==> src/rtl/uyvy_to_i420_decimating_resizer_assert.svh <==
// Assertion macros for the resizer RTL, used by the merge stage.
`ifndef UYVY_TO_I420_DECIMATING_RESIZER_ASSERT_SVH
`define UYVY_TO_I420_DECIMATING_RESIZER_ASSERT_SVH

// Same-cycle implication, checked outside reset.
`define U2I_ASSERT_NOW(label, ante, cons, msg) \
  label: assert property (@(posedge clk) disable iff (rst) (ante) |-> (cons)) \
    else $error(msg);

// Next-cycle implication, checked outside reset.
`define U2I_ASSERT_NEXT(label, ante, cons, msg) \
  label: assert property (@(posedge clk) disable iff (rst) (ante) |=> (cons)) \
    else $error(msg);

`endif

==> src/rtl/u2i_rsz_pkg.sv <==
// Types, codes and constants shared by the UYVY to I420 resizer.
package u2i_rsz_pkg;

  localparam int CFG_W          = 12;
  localparam int SAMPLE_W       = 8;
  localparam int LUMA_IDX_W     = 22;
  localparam int CHROMA_IDX_W   = 20;
  localparam int SLOT_N         = 4;
  localparam int DEF_MAX_WIDTH  = 2048;
  localparam int DEF_MAX_HEIGHT = 2048;
  localparam logic [CFG_W-1:0] RESET_WIDTH  = 12'd1280;
  localparam logic [CFG_W-1:0] RESET_HEIGHT = 12'd720;

  // Slot positions, in output order.
  localparam int SLOT_Y0 = 0;
  localparam int SLOT_Y1 = 1;
  localparam int SLOT_U  = 2;
  localparam int SLOT_V  = 3;

  typedef enum logic [1:0] {
    SCALE_FULL       = 2'd0,
    SCALE_TWO_THIRDS = 2'd1,
    SCALE_HALF       = 2'd2,
    SCALE_THIRD      = 2'd3
  } scale_mode_t;

  typedef enum logic [1:0] {
    REG_SCALE_MODE   = 2'd0,
    REG_FRAME_WIDTH  = 2'd1,
    REG_FRAME_HEIGHT = 2'd2
  } cfg_reg_t;

  typedef enum logic [1:0] {
    PLANE_Y = 2'd0,
    PLANE_U = 2'd1,
    PLANE_V = 2'd2
  } plane_t;

  typedef enum logic {
    LANE_LUMA   = 1'b0,
    LANE_CHROMA = 1'b1
  } lane_kind_t;

  typedef struct packed {
    logic [SAMPLE_W-1:0] u_byte;
    logic [SAMPLE_W-1:0] luma_first;
    logic [SAMPLE_W-1:0] v_byte;
    logic [SAMPLE_W-1:0] luma_second;
  } in_beat_t;

  typedef struct packed {
    plane_t                plane_sel;
    logic [LUMA_IDX_W-1:0] plane_index;
    logic [SAMPLE_W-1:0]   sample_value;
    logic                  run_last;
    logic                  frame_end;
  } out_beat_t;

  // Position phases that one lane needs to decide keep.
  typedef struct packed {
    scale_mode_t mode;
    logic [1:0]  col_m3;
    logic        col_odd;
    logic [2:0]  row_m6;
    logic [1:0]  row_m4;
  } lane_ctl_t;

  typedef struct packed {
    plane_t                plane;
    logic [LUMA_IDX_W-1:0] index;
    logic [SAMPLE_W-1:0]   value;
  } sample_t;

  typedef struct packed {
    logic [SLOT_N-1:0]      keep;
    logic                   frame_end;
    sample_t [SLOT_N-1:0]   samp;
  } slot_t;

endpackage

==> src/rtl/uyvy_to_i420_decimating_resizer.sv <==
// Top level: UYVY pair input, position tracking, keep lanes and sample output.
// First sample of an accepted pair passes the slot, then the output register.
// Kept samples leave in turn through the single output register, and the next
// pair loads as the last one moves out; full size keeps 4 samples on even rows
// and 2 on odd rows. A pair with nothing kept needs a free slot and yields no beat.
// Reset (rst, synchronous): position, plane counters, slot and output cleared;
// registers return to full size, 1280 by 720.
module uyvy_to_i420_decimating_resizer
  import u2i_rsz_pkg::*;
#(
  parameter int MAX_WIDTH  = DEF_MAX_WIDTH,
  parameter int MAX_HEIGHT = DEF_MAX_HEIGHT
) (
  input  logic             clk,
  input  logic             rst,
  input  logic             cfg_we,
  input  logic [1:0]       cfg_index,
  input  logic [CFG_W-1:0] cfg_data,
  input  logic             in_valid,
  output logic             in_ready,
  input  in_beat_t         in_data,
  output logic             out_valid,
  input  logic             out_ready,
  output out_beat_t        out_data
);

  localparam int PW  = $clog2(MAX_WIDTH / 2);
  localparam int RW  = $clog2(MAX_HEIGHT);
  localparam int WWA = ($clog2(MAX_WIDTH + 1) > CFG_W) ? $clog2(MAX_WIDTH + 1) : CFG_W;
  localparam int HWA = ($clog2(MAX_HEIGHT + 1) > CFG_W) ? $clog2(MAX_HEIGHT + 1) : CFG_W;

  scale_mode_t      scale_mode;
  logic [CFG_W-1:0] frame_width;
  logic [CFG_W-1:0] frame_height;

  logic [PW-1:0]           pair_column;
  logic [1:0]              pair_m3;
  logic [RW-1:0]           row_count;
  logic [2:0]              row_m6;
  logic [LUMA_IDX_W-1:0]   luma_count;
  logic [CHROMA_IDX_W-1:0] chroma_count;

  logic [WWA-1:0] w_eff;
  logic [WWA-1:0] pairs;
  logic [HWA-1:0] h_eff;
  logic           row_end;
  logic           frame_done;
  logic           accept;

  lane_ctl_t  ctl_y0, ctl_y1, ctl_c;
  logic [1:0] x0_m3, x1_m3;
  logic       keep_y0, keep_y1, keep_c;
  slot_t      slot_in;

  // Take configuration writes; writes beyond the register list are dropped.
  always_ff @(posedge clk) begin
    if (rst) begin
      scale_mode   <= SCALE_FULL;
      frame_width  <= RESET_WIDTH;
      frame_height <= RESET_HEIGHT;
    end else if (cfg_we) begin
      unique case (cfg_index)
        REG_SCALE_MODE:   scale_mode   <= scale_mode_t'(cfg_data[1:0]);
        REG_FRAME_WIDTH:  frame_width  <= cfg_data;
        REG_FRAME_HEIGHT: frame_height <= cfg_data;
        default: ;
      endcase
    end
  end

  // Clamp the frame size and find row and frame ends.
  always_comb begin
    w_eff = (WWA'(frame_width) > WWA'(MAX_WIDTH)) ? WWA'(MAX_WIDTH) : WWA'(frame_width);
    h_eff = (HWA'(frame_height) > HWA'(MAX_HEIGHT)) ? HWA'(MAX_HEIGHT)
                                                    : HWA'(frame_height);
    pairs = w_eff >> 1;
    if (pairs == '0) pairs = WWA'(1);
    if (h_eff == '0) h_eff = HWA'(1);
    row_end    = (WWA'(pair_column) + WWA'(1)) >= pairs;
    frame_done = row_end && ((HWA'(row_count) + HWA'(1)) >= h_eff);
  end

  // Column phases of the two pixels: x0 = 2*pair, x1 = x0 + 1.
  always_comb begin
    unique case (pair_m3)
      2'd0:    x0_m3 = 2'd0;
      2'd1:    x0_m3 = 2'd2;
      2'd2:    x0_m3 = 2'd1;
      default: x0_m3 = 2'd0;
    endcase
    x1_m3 = (x0_m3 == 2'd2) ? 2'd0 : 2'(x0_m3 + 2'd1);
  end

  always_comb begin
    ctl_y0 = '{mode: scale_mode, col_m3: x0_m3, col_odd: 1'b0,
               row_m6: row_m6, row_m4: row_count[1:0]};
    ctl_y1 = '{mode: scale_mode, col_m3: x1_m3, col_odd: 1'b1,
               row_m6: row_m6, row_m4: row_count[1:0]};
    ctl_c  = '{mode: scale_mode, col_m3: pair_m3, col_odd: pair_column[0],
               row_m6: row_m6, row_m4: row_count[1:0]};
  end

  u2i_rsz_lane u_lane_y0 (.kind(LANE_LUMA),   .ctl(ctl_y0), .keep(keep_y0));
  u2i_rsz_lane u_lane_y1 (.kind(LANE_LUMA),   .ctl(ctl_y1), .keep(keep_y1));
  u2i_rsz_lane u_lane_c  (.kind(LANE_CHROMA), .ctl(ctl_c),  .keep(keep_c));

  // Build the slot for this pair, indices taken from the plane counters.
  always_comb begin
    slot_in.keep      = {keep_c, keep_c, keep_y1, keep_y0};
    slot_in.frame_end = frame_done;
    slot_in.samp[SLOT_Y0] = '{plane: PLANE_Y, index: luma_count,
                              value: in_data.luma_first};
    slot_in.samp[SLOT_Y1] = '{plane: PLANE_Y,
                              index: luma_count + LUMA_IDX_W'(keep_y0),
                              value: in_data.luma_second};
    slot_in.samp[SLOT_U]  = '{plane: PLANE_U, index: LUMA_IDX_W'(chroma_count),
                              value: in_data.u_byte};
    slot_in.samp[SLOT_V]  = '{plane: PLANE_V, index: LUMA_IDX_W'(chroma_count),
                              value: in_data.v_byte};
  end

  assign accept = in_valid && in_ready;

  // Advance position and plane counters per accepted beat.
  // U and V always advance together, so one chroma counter serves both.
  always_ff @(posedge clk) begin
    if (rst) begin
      pair_column  <= '0;
      pair_m3      <= 2'd0;
      row_count    <= '0;
      row_m6       <= 3'd0;
      luma_count   <= '0;
      chroma_count <= '0;
    end else if (accept) begin
      if (frame_done) begin
        pair_column  <= '0;
        pair_m3      <= 2'd0;
        row_count    <= '0;
        row_m6       <= 3'd0;
        luma_count   <= '0;
        chroma_count <= '0;
      end else begin
        luma_count   <= luma_count + LUMA_IDX_W'(keep_y0) + LUMA_IDX_W'(keep_y1);
        chroma_count <= chroma_count + CHROMA_IDX_W'(keep_c);
        if (row_end) begin
          pair_column <= '0;
          pair_m3     <= 2'd0;
          row_count   <= row_count + RW'(1);
          row_m6      <= (row_m6 == 3'd5) ? 3'd0 : 3'(row_m6 + 3'd1);
        end else begin
          pair_column <= pair_column + PW'(1);
          pair_m3     <= (pair_m3 == 2'd2) ? 2'd0 : 2'(pair_m3 + 2'd1);
        end
      end
    end
  end

  u2i_rsz_merge u_merge (
    .clk       (clk),
    .rst       (rst),
    .load      (accept && (slot_in.keep != '0)),
    .load_slot (slot_in),
    .slot_free (in_ready),
    .out_valid (out_valid),
    .out_ready (out_ready),
    .out_data  (out_data)
  );

endmodule

==> src/rtl/u2i_rsz_lane.sv <==
// Keep decision for one sample lane (luma pixel or chroma pair).
module u2i_rsz_lane
  import u2i_rsz_pkg::*;
(
  input  lane_kind_t kind,
  input  lane_ctl_t  ctl,
  output logic       keep
);

  logic [1:0] row_m3;

  // Fold row mod 6 down to row mod 3.
  assign row_m3 = (ctl.row_m6 >= 3'd3) ? 2'(ctl.row_m6 - 3'd3) : ctl.row_m6[1:0];

  // Apply the decimation pattern of the selected mode.
  always_comb begin
    keep = 1'b0;
    unique case (kind)
      LANE_LUMA: begin
        unique case (ctl.mode)
          SCALE_FULL:       keep = 1'b1;
          SCALE_TWO_THIRDS: keep = (ctl.col_m3 != 2'd2) && (row_m3 != 2'd2);
          SCALE_HALF:       keep = !ctl.col_odd && !ctl.row_m6[0];
          SCALE_THIRD:      keep = (ctl.col_m3 == 2'd0) && (row_m3 == 2'd0);
          default:          keep = 1'b0;
        endcase
      end
      LANE_CHROMA: begin
        unique case (ctl.mode)
          SCALE_FULL:       keep = !ctl.row_m6[0];
          SCALE_TWO_THIRDS: keep = (ctl.col_m3 != 2'd2) &&
                                   ((ctl.row_m6 == 3'd0) || (ctl.row_m6 == 3'd3));
          SCALE_HALF:       keep = !ctl.col_odd && (ctl.row_m4 == 2'd0);
          SCALE_THIRD:      keep = (ctl.col_m3 == 2'd0) && (ctl.row_m6 == 3'd0);
          default:          keep = 1'b0;
        endcase
      end
      default: keep = 1'b0;
    endcase
  end

endmodule

==> src/rtl/u2i_rsz_merge.sv <==
// Merge stage: holds one pair's kept samples and serializes them to the output.
module u2i_rsz_merge
  import u2i_rsz_pkg::*;
(
  input  logic      clk,
  input  logic      rst,
  input  logic      load,
  input  slot_t     load_slot,
  output logic      slot_free,
  output logic      out_valid,
  input  logic      out_ready,
  output out_beat_t out_data
);

  `include "uyvy_to_i420_decimating_resizer_assert.svh"

  logic [SLOT_N-1:0] slot_keep;
  logic              slot_frame_end;
  sample_t [SLOT_N-1:0] slot_samp;

  logic              adv;
  logic [1:0]        pick_idx;
  logic [SLOT_N-1:0] pick_mask;
  logic [SLOT_N-1:0] rest;

  // Advance the output register when it is empty or being taken.
  assign adv = !out_valid || out_ready;

  // Pick the first kept sample still in the slot.
  always_comb begin
    pick_idx = 2'(SLOT_Y0);
    priority if (slot_keep[SLOT_Y0]) pick_idx = 2'(SLOT_Y0);
    else if (slot_keep[SLOT_Y1])     pick_idx = 2'(SLOT_Y1);
    else if (slot_keep[SLOT_U])      pick_idx = 2'(SLOT_U);
    else                             pick_idx = 2'(SLOT_V);
    pick_mask = SLOT_N'(1) << pick_idx;
  end

  assign rest      = slot_keep & ~pick_mask;
  assign slot_free = (slot_keep == '0) || (adv && (rest == '0));

  // Hold or refill the slot.
  always_ff @(posedge clk) begin
    if (rst) begin
      slot_keep <= '0;
    end else if (load) begin
      slot_keep <= load_slot.keep;
    end else if (adv) begin
      slot_keep <= rest;
    end
  end

  always_ff @(posedge clk) begin
    if (load) begin
      slot_frame_end <= load_slot.frame_end;
      slot_samp      <= load_slot.samp;
    end
  end

  // Move the picked sample into the output register.
  always_ff @(posedge clk) begin
    if (rst) begin
      out_valid <= 1'b0;
    end else if (adv) begin
      out_valid <= (slot_keep != '0);
    end
  end

  always_ff @(posedge clk) begin
    if (adv && (slot_keep != '0)) begin
      out_data.plane_sel    <= slot_samp[pick_idx].plane;
      out_data.plane_index  <= slot_samp[pick_idx].index;
      out_data.sample_value <= slot_samp[pick_idx].value;
      out_data.run_last     <= (rest == '0);
      out_data.frame_end    <= slot_frame_end;
    end
  end

  `U2I_ASSERT_NEXT(a_v_follows_u, out_valid && out_ready && (out_data.plane_sel == PLANE_U), out_valid && (out_data.plane_sel == PLANE_V), "V beat must follow U beat")
  `U2I_ASSERT_NOW(a_u_not_last, out_valid && (out_data.plane_sel == PLANE_U), !out_data.run_last, "U beat marked last")
  `U2I_ASSERT_NEXT(a_run_continues, out_valid && out_ready && !out_data.run_last, out_valid, "run broken before last beat")

endmodule

==> config.mk <==
export PLATFORM = sky130hd
export DESIGN_NAME = uyvy_to_i420_decimating_resizer
export DESIGN_NICKNAME = d
export VERILOG_FILES = /design/src/rtl/u2i_rsz_pkg.sv /design/src/rtl/uyvy_to_i420_decimating_resizer.sv /design/src/rtl/u2i_rsz_lane.sv /design/src/rtl/u2i_rsz_merge.sv
export VERILOG_INCLUDE_DIRS = /design/src /design/src/rtl
export SDC_FILE = /design/constraint.sdc
export NUM_CORES = 1
export LEC_CHECK = 0
export BUFFER_PORTS_ARGS = -buffer_cell sky130_fd_sc_hd__buf_2
export CELL_PAD_IN_SITES_DETAIL_PLACEMENT = 0
export CELL_PAD_IN_SITES_GLOBAL_PLACEMENT = 1
export CORE_MARGIN = 2
export CORE_UTILIZATION = 43
export DETAILED_ROUTE_END_ITERATION = 16
export PLACE_DENSITY = 0.74
export SYNTH_ARGS = -nofsm -noshare
export SYNTH_HDL_FRONTEND = slang
export SYNTH_SLANG_ARGS = --single-unit
==> constraint.sdc <==
create_clock -name clk -period 5.9 [get_ports clk]
set_input_delay 0.59 -clock clk [delete_from_list [all_inputs] [get_ports clk]]
set_output_delay 0.59 -clock clk [all_outputs]
set_load 0.03 [all_outputs]
=== After elaboration in Yosys (flattened, before gate mapping) ===
Cells that the tools add are included.

* Shift operators: 1
* Bitwise gates (word level): 2
* Reduce and logical (&&, ||, !) cells: 38
* Order comparisons: 6
* Muxes and demuxes: 29
* Equal/unequal tests: 14
* Add/sub/neg operators: 11

{| class="wikitable"
|+ Operator list
! cell !! number
|-
| $bmux W32 S2 || 1
|-
| $add A22 B1 Y22 || 2
|-
| $mux W12 || 3
|-
| $mux W11 || 3
|-
| $mux W32 || 1
|-
| $gt A12 B12 Y1 const B || 2
|-
| $logic_not A12 Y1 || 2
|-
| $mux W22 || 1
|-
| $add A20 B1 Y20 || 1
|-
| $mux W10 || 2
|-
| $mux W20 || 1
|-
| $logic_not A2 Y1 || 7
|-
| $mux W2 || 7
|-
| $add A11 B1 Y12 const B || 1
|-
| $ge A11 B12 Y1 || 1
|-
| $ge A12 B12 Y1 || 1
|-
| $logic_and A1 B1 Y1 || 12
|-
| $pmux W1 S4 || 3
|-
| $add A10 B1 Y11 const B || 1
|-
| $add A11 B1 Y11 const B || 1
|-
| $add A10 B1 Y10 const B || 1
|-
| $eq A2 B2 Y1 const B || 5
|-
| $mux W3 || 3
|-
| $logic_not A4 Y1 || 2
|-
| other kinds (21) || 37
|}

* Logic and storage cells: 125
* Input port bits: 51
* Output and inout bits: 36
* Flip-flop bits (word level): 230

=== Longest topological paths before layout ===
Gate-level depths: netlist (run 1).

* Depth in word-level cells: 12
* Mapped depth: 18
* Depth with buffers taken out: 17

=== By module ===
A second synthesis (run 1) with hierarchy kept.

* Cell total of the unflattened synthesis: 1127
* Area total of the unflattened synthesis: 12475.7 um2

{| class="wikitable"
|+ Modules (own cells, without submodules)
! module !! cells each !! instances !! area each (um2) !! sequential area each (um2)
|-
| u2i_rsz_merge || 337 || 1 || 6276.0 || 4994.8
|-
| uyvy_to_i420_decimating_resizer || 715 || 1 || 5719.2 || 1861.8
|-
| u2i_rsz_lane || 25 || 3 || 160.2 || 0.0
|}

=== Worst setup path after synthesis (run 1) ===
Ideal clock, no wire load.

* Path kind: input to register
* From: input port in_valid
* To: register u_merge.slot_frame_end (enable)
* Data arrival time: 5777 ps
* Setup time: 553 ps
* Cell stages on the path: 6
* Slack: -430 ps
* Cells stage by stage: or4b_1 > a21oi_1 > nor3_2 > clkbuf_1 > clkbuf_1 > nor2_1

* Longest elaborated chain between the ends: 2

{| class="wikitable"
|+ RTL lines
! item !! RTL line !! source
|-
| start, declared || uyvy_to_i420_decimating_resizer.sv:19 || <nowiki>input logic in_valid,</nowiki>
|-
| $logic_and A1 B1 Y1 || uyvy_to_i420_decimating_resizer.sv:122 || <nowiki>assign accept = in_valid && in_ready;</nowiki>
|-
| $logic_and A1 B1 Y1 || uyvy_to_i420_decimating_resizer.sv:161 || <nowiki>.load (accept && (slot_in.keep != '0)),</nowiki>
|-
| via u_merge.load || u2i_rsz_merge.sv:7 || <nowiki>input logic load,</nowiki>
|-
| end signal, assigned || u2i_rsz_merge.sv:55 || <nowiki>slot_frame_end <= load_slot.frame_end;</nowiki>
|-
| end, declared || u2i_rsz_merge.sv:18 || <nowiki>logic slot_frame_end;</nowiki>
|}

The timed path passes the listed nets, and every way through them passes these cells.
A chain may end at the register's enable or synchronous reset.

==> results of run 1 <==
-- worst register-to-register path, delay by kind of cell, from the launching register on --
kind | cells | cell delay, ns
fa+ha+maj | 4 | 1.25
xor+xnor | 1 | 0.24
flops | 1 | 0.38
mux | 1 | 0.23
simple gates | 6 | 1.21
compound gates | 5 | 1.11
-- worst min path at each step --
stage / startpoint / end / slack, ns / depth (start not counted)
after global placement: u_merge.slot_frame_end / u_merge.out_data[0] / 0.41 / 0
after CTS: in_data[6] / u_merge.slot_samp[38] / 0.23 / 1
after global routing: in_data[29] / u_merge.slot_samp[69] / 0.23 / 1
final: in_data[5] / u_merge.slot_samp[37] / 0.25 / 1
after floorplan: u_merge.slot_frame_end / u_merge.out_data[0] / 0.40 / 0
after detailed placement: u_merge.slot_frame_end / u_merge.out_data[0] / 0.42 / 0
-- stage by stage --
| stage | hold slack, ns | total power, mW | area (µm²) | cells |
|---|---|---|---|---|
| 3_5_place_dp | 0.418 | 4.03 | 11600 | 1419 |
| 2_1_floorplan | 0.400 | 3.58 | 10900 | 1049 |
| 4_1_cts | 0.229 | 5.53 | 12400 | 1463 |
| 5_1_grt | 0.227 | 5.76 | 12400 | 1463 |
| 3_3_place_gp | 0.406 | 3.99 | 11600 | 1419 |
| 6_report | 0.246 | 5.45 | 12400 | 1463 |
-- routing by layer --
metal	share of wire	track usage	vias up
met5	0	0	-
met4	0.020	0.0467	0
met3	0.038	0.0236	43
met2	0.47	0.293	135
met1	0.47	0.239	3559
li1	-	-	3866
-- placed cells by master, fill, tap and decap left out, types with 4 or more instances in the layout --
cell	synthesis	final
o21ai_1	4	4
nand3b_1	15	15
edfxtp_1	131	131
nor2b_1	4	4
nor4_4	4	4
clkinv_2	0	4
nand4_1	20	20
nand2_1	171	171
o21ai_0	46	46
nor4_2	4	4
mux2i_1	31	31
a211o_1	4	4
ha_1	41	41
and3_1	18	18
nor4_1	4	4
buf_2	13	86
dfxtp_1	99	97
a31oi_1	5	5
a22o_1	4	4
o21a_1	5	5
nor2_1	85	83
buf_4	4	8
xnor2_1	40	40
a22oi_1	8	8
nand2b_1	4	4
a21oi_1	71	71
nand3_1	32	32
xor2_1	35	35
nor3_1	13	13
clkbuf_16	0	25
clkbuf_1	36	9
a21o_1	4	4
inv_1	27	27
nor2_2	4	4
-- state kept, by name, summed over array words and instances, names as in the netlist, 10 cells and up --
register and count:
u_merge.out_data 34, luma_count 22, pair_column 10, chroma_count 20
row_count 11, frame_height 12, u_merge.slot_samp 96, frame_width 12
-- kinds of logic (layout without fill, tap and decap cells) --
kind of cell	after synthesis	count (layout)	synth area share
and+or+nand+nor	409	409	0.189
DFF	230	230	0.541
AOI/OAI and AO/OA	177	177	0.0984
buffers and inverters	84	168	0.0331
xor gates and xnor gates	77	77	0.0631
adders and majority gates	41	41	0.0469
muxes	31	31	0.0284
-- power groups by stage --
stage	Combinational (mW)	Clock, mW	Sequential, mW
after floorplan	0.815	0	2.77
after global placement	1.43	0	2.56
after detailed placement	1.46	0	2.58
after CTS	1.46	1.52	2.54
after global routing	1.58	1.59	2.59
final	1.42	1.49	2.54
-- final cells by class --
| class | instances | area [µm²] |
|---|---|---|
| Sequential cell | 230 | 5920 |
| Multi-Input combinational cell | 735 | 4670 |
| Inverter | 29 | 109 |
| Timing Repair Buffer | 95 | 510 |
| Clock buffer | 35 | 673 |
| Clock inverter | 9 | 95.1 |
| Tap cell | 330 | 413 |
| Fill cell | 2361 | 12600 |
==> results_dict.tcl, run 1 <==
set metrics [dict create \
    rr_worst_depth 17 \
    cts.clk_slew.worst_paths_ns 0.06 \
    synth.most_common_cell "nand2_1" \
    cp_num_cells 17 \
    syn-instance-count 1049 \
    yosysTopAreaCell "edfxtp_1" \
    p_sw_mw 1.82 \
    period_share 0.765 \
    path_class "reg -> reg" \
    fmax_mhz 222 \
    grt_overflow 0 \
    die_area_um2 26700 \
    synthArstFlopShare 0 \
    synth_cell_type_count 72 \
    cts.htree.levels 1 \
    report.final.slew_viol_count 0 \
    cp_top_family "adder cells" \
    switching_share 0.334 \
    tritoncts "done" \
    seq_power_share 0.466 \
    finalWorstSetupSlack_ns 1.39 \
    ctsResizeCount 0 \
    drtIter0Drc 502 \
    p_per_area_nw_per_um2 439 \
    ys_seq_elements 230 \
    io_pins 87 \
    synthTopCellsByArea "edfxtp_1 36%, dfxtp_1 18%, nand2_1 5.9%" \
    synthTopCellsByCount "171 x nand2_1, 131 x edfxtp_1, 99 x dfxtp_1, 85 x nor2_1, 71 x a21oi_1" \
    power_frac_comb 0.261 \
    drt.antenna.violating_nets 0 \
    place_congestion 0.837 \
    clkPwrFrac 0.273 \
    drv_cap 0 \
    dr.pass1.iters 6 \
    endpoint "luma_count[20]" \
    die_y_um 163 \
    post-route-util 0.495 \
    cts_root_buf "clkbuf_16" \
    crit_start "row_m6[0]" \
    hp-class "in -> reg" \
    worstPathArrival_ns 4.91 \
    clock_skew_ns 0.0125 \
    clock_sinks 230 \
    pre_cts_ws_ns 1.44 \
    slowest_delay_ns 0.57 \
    dp_hpwl_mm 15.5 \
    antennaDiodeCount 0 \
    path_common_cell "ha_1" \
    drcViolationCount 0 \
    antenna_found_initial 0 \
    crit_buf_inv 0 \
    clk_path_buf_depth 3 \
    status "finished, final reports clean" \
    syn_avg_cell_area_um2 10.4 \
    postCtsHoldBufs 0 \
    ir_worst_vdd_uv 278 \
    cellInternalPower_mw 3.63 \
    critPathMaxFanout 16 \
    via_per_inst 5.20 \
    yosys_most_used_dff "edfxtp_1" \
    synth_nets 1141 \
    routedWlPerCell_um 15.6 \
    end_kind "flop" \
    regToRegSetupSlack_ns 1.39 \
    synth-edff-count 131 \
    postCtsSetupRepairBufs 0 \
    syn-cell-area_um2 10900 \
    yosysWarnings 0 \
    reg2reg_to "luma_count[20]" \
    ys_seq_area_frac 0.541 \
    min_period_ns 4.51 \
    grt_pass1_vias 7388 \
    worstSkewPairLatency_ns 0.52 \
    cp_slowest_cell "ha_1" \
    die_w_um 163 \
    tightest_slew_ns 1.04 \
    grt_max_degree 98 \
    synth_top_area_frac 0.360 \
    rsz0062_at_grt "false" \
    start_kind "flop" \
    p_leak_nw 4.72 \
    hold_viol_final 0 \
    area_delta_synth_final_pct 13.4 \
    tns_ns 0 \
    slew_headroom 0.307 \
    via_count 7603 \
    grt_pass1_wl_mm 37.7 \
    route.final.wire_length_mm 22.8 \
    cts_made_buffers 25 \
    cp.required_ns 6.30 \
    reg2reg_from "row_m6[0]" \
    setup_viol 0 \
    path_cells "ha_1 -> ha_1 -> nor3_1 -> mux2i_1 -> nand2_1 -> o221ai_1 -> o21a_1 -> ha_1 -> xor2_1 -> ha_1 -> nand3_1 -> a21oi_1 -> o211ai_1 -> nor4_4 -> and4_1 -> nand3_1 -> a32o_1" \
    drive_above_1_share 0.141 \
    rows 58 \
    nets 1208 \
    port_buffers 86 \
    initial_core_util 0.437 \
    core_area_um2 25000 \
    track_usage 0.175 \
]
Power figures use the tool's default switching activity.
==> run 2: changes to the inputs <==
- CORE_UTILIZATION: 43 -> 48
- PLACE_DENSITY: 0.74 -> 0.78
- clock period: 5.9 -> 4.6 ns (I/O delays scaled with it)
==> run 2 against run 1 <==
Against the previous run: sequential share of layout area down 0.082 points; via count up 0.61%; register-to-register slack worse by 0.87 ns; non-clock buffer count up 8; clock power up 28%; wire length down 4.0%; critical path type unchanged.
==> results_dict.tcl, run 2 (same netlist as run 1, synthesis figures left out) <==
set metrics [dict create \
    end_kind "flop" \
    antennaDiodeCount 0 \
    ir_worst_vdd_uv 276 \
    min_period_ns 4.08 \
    die_w_um 155 \
    drtIter0Drc 489 \
    initial_core_util 0.486 \
    route.met2.wl_mm 10.4 \
    fin_cells 1427 \
    drt.antenna.violating_nets 0 \
    hold_viol_final 0 \
    tns_ns 0 \
    top_regs "u_merge.slot_samp (96), u_merge.out_data (34), luma_count (22)" \
    grt_max_degree 56 \
    dr.pass1.iters 5 \
    cts.clk_slew.worst_paths_ns 0.06 \
    setup_viol 0 \
    die_area_um2 24000 \
    tightest_slew_ns 0.991 \
    highest_layer "met4" \
    worstPathArrival_ns 4.48 \
    mostFrequentLayoutCells "171 x nand2_1, 131 x edfxtp_1, 97 x dfxtp_1, 86 x buf_2, 83 x nor2_1" \
    dp_cells 1382 \
    via_per_inst 5.36 \
    rsz0062_at_grt "false" \
    place_congestion 0.855 \
    final_common_cell "nand2_1" \
    slew_headroom 0.338 \
    clock_skew_ns 0.00904 \
    grt_overflow 0 \
    crit_start "row_m6[0]" \
    hold-worst-slack_ns 0.126 \
    clock_sinks 230 \
    routedWlPerCell_um 15.4 \
    path_class "reg -> reg" \
    largest_reg_flops 96 \
    p_per_area_nw_per_um2 565 \
    drive_above_1_share 0.151 \
    drcViolationCount 0 \
    grt_pass1_vias 7431 \
    critPathMaxFanout 8 \
    worstSkewPairLatency_ns 0.51 \
    fmax_mhz 245 \
    cp.required_ns 5.00 \
    cts_root_buf "clkbuf_16" \
    postCtsHoldBufs 0 \
    hp-start "in_data[15]" \
    m1WireLength_mm 10.5 \
    core_area_um2 22500 \
    area_delta_synth_final_pct 13.6 \
    cts.htree.levels 1 \
    track_usage 0.186 \
    status "finished, final reports clean" \
    rows 55 \
    ctsResizeCount 0 \
    grt_pass1_wl_mm 36.9 \
    hp-class "in -> reg" \
    route.final.wire_length_mm 21.9 \
    via_count 7649 \
    reg2reg_from "row_m6[0]" \
    postCtsSetupRepairBufs 0 \
    tritoncts "done" \
    p_leak_nw 4.77 \
    io_pins 87 \
    cts_made_buffers 25 \
    drv_cap 0 \
    antenna_found_initial 0 \
    report.final.slew_viol_count 0 \
    finalWorstSetupSlack_ns 0.519 \
    top_register "u_merge.slot_samp" \
    clk_path_buf_depth 3 \
    wl_met3_um 778 \
    nets 1216 \
    die_y_um 155 \
    dp_hpwl_mm 15.3 \
    port_buffers 86 \
    start_kind "flop" \
    period_share 0.887 \
    pre_cts_ws_ns 0.527 \
]
==> run 2: changes by cell type in the layout (fill, tap and decap cells not counted) <==
cell,before,now
buf_4,8,16
clkinv_2,4,6
clkbuf_1,9,5
clkinvlp_4,1,4
==> run 2: final cells by class <==
cell class                 count  area, µm²
fill                        2005      10100
sequential                   230       5920
multi-input combinational    735       4670
clock buffer                  31        658
timing repair buffer         103        571
tap                          285        357
clock inverter                14        128
inverter                      29        109
==> run 2: worst paths after layout <==
path / endpoint / slack (ns) / cells after the start
worst max-delay path: luma_count[20] / 0.52 / 17
worst min-delay path: u_merge.slot_samp[103] / 0.13 / 1
worst max register to register: luma_count[20] / 0.52 / 17
worst min register to register: u_merge.out_data[0] / 0.43 / 0
==> run 2: worst max-delay path: stages (launching register included) <==
cell	delay (ns)
dfxtp_1	0.37
ha_1	0.23
ha_1	0.20
nor3_1	0.26
mux2i_1	0.22
nand2_1	0.08
o221ai_1	0.17
o21a_1	0.22
ha_1	0.20
xor2_1	0.20
ha_1	0.25
nand3_1	0.09
a21oi_1	0.19
o211ai_1	0.26
nor4_4	0.42
and4_1	0.27
nand3_1	0.08
a32o_1	0.25
==> run 2: through the flow <==
stage                util  cell area [µm²]  power, mW
global route        0.552            12400       7.40
global placement    0.517            11600       5.13
floorplan               -            10900       4.60
CTS                 0.552            12400       7.09
finish              0.552            12400       7.01
detailed placement  0.517            11600       5.18
==> run 2: layer usage <==
layer  GRT usage  vias up
met2       0.313      118
met3      0.0253       26
li1            -     3876
met4      0.0392        0
met5           0        -
met1       0.258     3629
==> run 2: power by group <==
group	total [mW]	switching (mW)	internal, mW	leakage, nW
clock network	1.91	0.787	1.13	0.377
registers	3.25	0.253	3.00	2.13
logic	1.85	1.30	0.553	2.26
total	7.01	2.33	4.68	4.77
==> run 3: changes to the inputs <==
- GPL_ROUTABILITY_DRIVEN: unset -> 0
- MAX_ROUTING_LAYER: unset -> met4
- clock period: 4.6 -> 4.1 ns (I/O delays scaled with it)
==> run 3 against run 2 <==
Against the previous run: highest routed layer unchanged; sequential cell count unchanged; clock power is 8% higher; hold slack lost 0.053 ns; first-iteration DRC count down 6.5%; maximum frequency increased by 6.9%; combinational power is 13% higher; global-route usage grew 0.73 points.
==> results_dict.tcl, run 3 (same netlist as run 1, synthesis figures left out) <==
set metrics [dict create \
    status "finished, final reports clean" \
    post_dp_cell_area_um2 11700 \
    setup_viol 0 \
    power_frac_comb 0.269 \
    grt_max_degree 70 \
    critPathMaxFanout 15 \
    hp-start "in_data[4]" \
    worstSkewPairLatency_ns 0.51 \
    final_cell_area_um2 12500 \
    path_cells "ha_1 -> ha_1 -> nor3_2 -> mux2i_1 -> nand2_1 -> o221ai_1 -> o21a_1 -> ha_1 -> buf_4 -> nand4bb_1 -> a211oi_2 -> o21ai_1 -> nor4_4 -> and4_1 -> nand3_1 -> a32o_1" \
    cp_top_family "simple AND/OR/NAND/NOR gates" \
    die_w_um 155 \
    track_usage 0.193 \
    drtIter0Drc 457 \
    hp-class "in -> reg" \
    via_count 7671 \
    dp_cells 1390 \
    cts_made_buffers 24 \
    die_area_um2 24000 \
    nets 1225 \
    multi_input_area_um2 4700 \
    largest_reg_flops 96 \
    hold_viol_final 0 \
    final_common_cell "nand2_1" \
    reg2reg_from "row_m6[0]" \
    drcViolationCount 0 \
    die_y_um 155 \
    cp.required_ns 4.50 \
    tritoncts "done" \
    switching_share 0.334 \
    clk_path_buf_depth 3 \
    dp_hpwl_mm 15.6 \
    grt_pass1_vias 7445 \
    drt.antenna.violating_nets 0 \
    slowest_delay_ns 0.41 \
    path_common_cell "ha_1" \
    report.final.slew_viol_count 0 \
    path_class "reg -> reg" \
    drv_cap 0 \
    regToRegSetupSlack_ns 0.28 \
    period_share 0.931 \
    whs_endpoint "u_merge.slot_samp[36]" \
    drive_above_1_share 0.160 \
    p_per_area_nw_per_um2 623 \
    rows 55 \
    p_sw_mw 2.59 \
    clkPwrFrac 0.265 \
    clock_skew_ns 0.00972 \
    dr.pass1.iters 4 \
    seq_power_share 0.467 \
    tightest_slew_ns 1.04 \
    grt_overflow 0 \
    via_per_inst 5.34 \
    start_kind "flop" \
    cellInternalPower_mw 5.18 \
    core_area_um2 22500 \
    crit_buf_inv 1 \
    fmax_mhz 262 \
    crit_start "row_m6[0]" \
    routedWlPerCell_um 15.8 \
    io_pins 87 \
    area_delta_synth_final_pct 14.3 \
    top_register "u_merge.slot_samp" \
    hold_depth 1 \
    antenna_found_initial 0 \
    seq_area_um2 5920 \
    ir_worst_vdd_uv 355 \
    clock_sinks 230 \
    top_regs "u_merge.slot_samp (96), u_merge.out_data (34), luma_count (22)" \
    worstPathArrival_ns 4.21 \
    slew_headroom 0.306 \
    reg2reg_to "luma_count[20]" \
    route.final.wire_length_mm 22.7 \
    port_buffers 86 \
    fillers 2008 \
    post-route-util 0.555 \
    initial_core_util 0.486 \
    cts.clk_slew.worst_paths_ns 0.06 \
    fin_cells 1436 \
    antennaDiodeCount 0 \
    end_kind "flop" \
    cp_slowest_cell "nor4_4" \
    cts.htree.levels 1 \
    min_period_ns 3.82 \
    cts_root_buf "clkbuf_16" \
    hold-worst-slack_ns 0.0732 \
    mostFrequentLayoutCells "171 x nand2_1, 131 x edfxtp_1, 96 x dfxtp_1, 86 x buf_2, 83 x nor2_1" \
    rr_worst_depth 16 \
    p_leak_nw 4.81 \
    grt_pass1_wl_mm 37.0 \
]
[run 3: cell types whose count changed in the layout (fill, tap and decap cells not counted), moves of 2 or more]
cell        before  now
clkinv_2         6    4
buf_4           16   25
clkinvlp_4       4    1
clkbuf_1         5    8
[run 3: layer usage]
layer	track usage	routed length [µm]	part of all wire
met1	0.258	10700	0.47
met2	0.319	10900	0.48
met3	0.0228	695	0.031
met4	0.0432	337	0.015
met5	-	0	0
[run 3: worst max-delay path by stage]
| stage | to | depth (start not counted) |
|---|---|---|
| global placement | luma_count[20] | 16 |
| CTS | luma_count[20] | 17 |
| global route | luma_count[20] | 16 |
| detailed placement | luma_count[20] | 17 |
| floorplan | luma_count[20] | 18 |
| finish | luma_count[20] | 16 |
[run 3: cell type report]
type,count,share of cell area
clock buffers,35,0.0542
clock inverters,9,0.00551
inverters,29,0.00871
multi-input cells,735,0.376
flip-flops and latches,230,0.474
well taps,285,0.0285
repair buffers,113,0.0527
[run 3: power groups by stage]
stage | logic [mW] | clock network, mW | registers [mW]
floorplan | 1.18 | 0 | 3.96
global placement | 2.09 | 0 | 3.67
detailed placement | 2.12 | 0 | 3.68
CTS | 2.13 | 2.10 | 3.64
global route | 2.31 | 2.19 | 3.71
finish | 2.09 | 2.06 | 3.63
[run 3: timing repair]
action,in CTS,in global routing
setup buffers,0,2
gates resized for setup,0,6
setup endpoints to repair,0,6
hold buffers,0,0
[run 3: per-stage QoR]
| step | total power [mW] | setup TNS (ns) | worst slack, ns |
|---|---|---|---|
| after floorplan | 5.14 | 0 | 0.253 |
| after global placement | 5.76 | 0 | 0.248 |
| after detailed placement | 5.80 | 0 | 0.122 |
| after CTS | 7.86 | 0 | 0.0921 |
| after global routing | 8.21 | -0.00932 | -0.00932 |
| final | 7.78 | 0 | 0.282 |
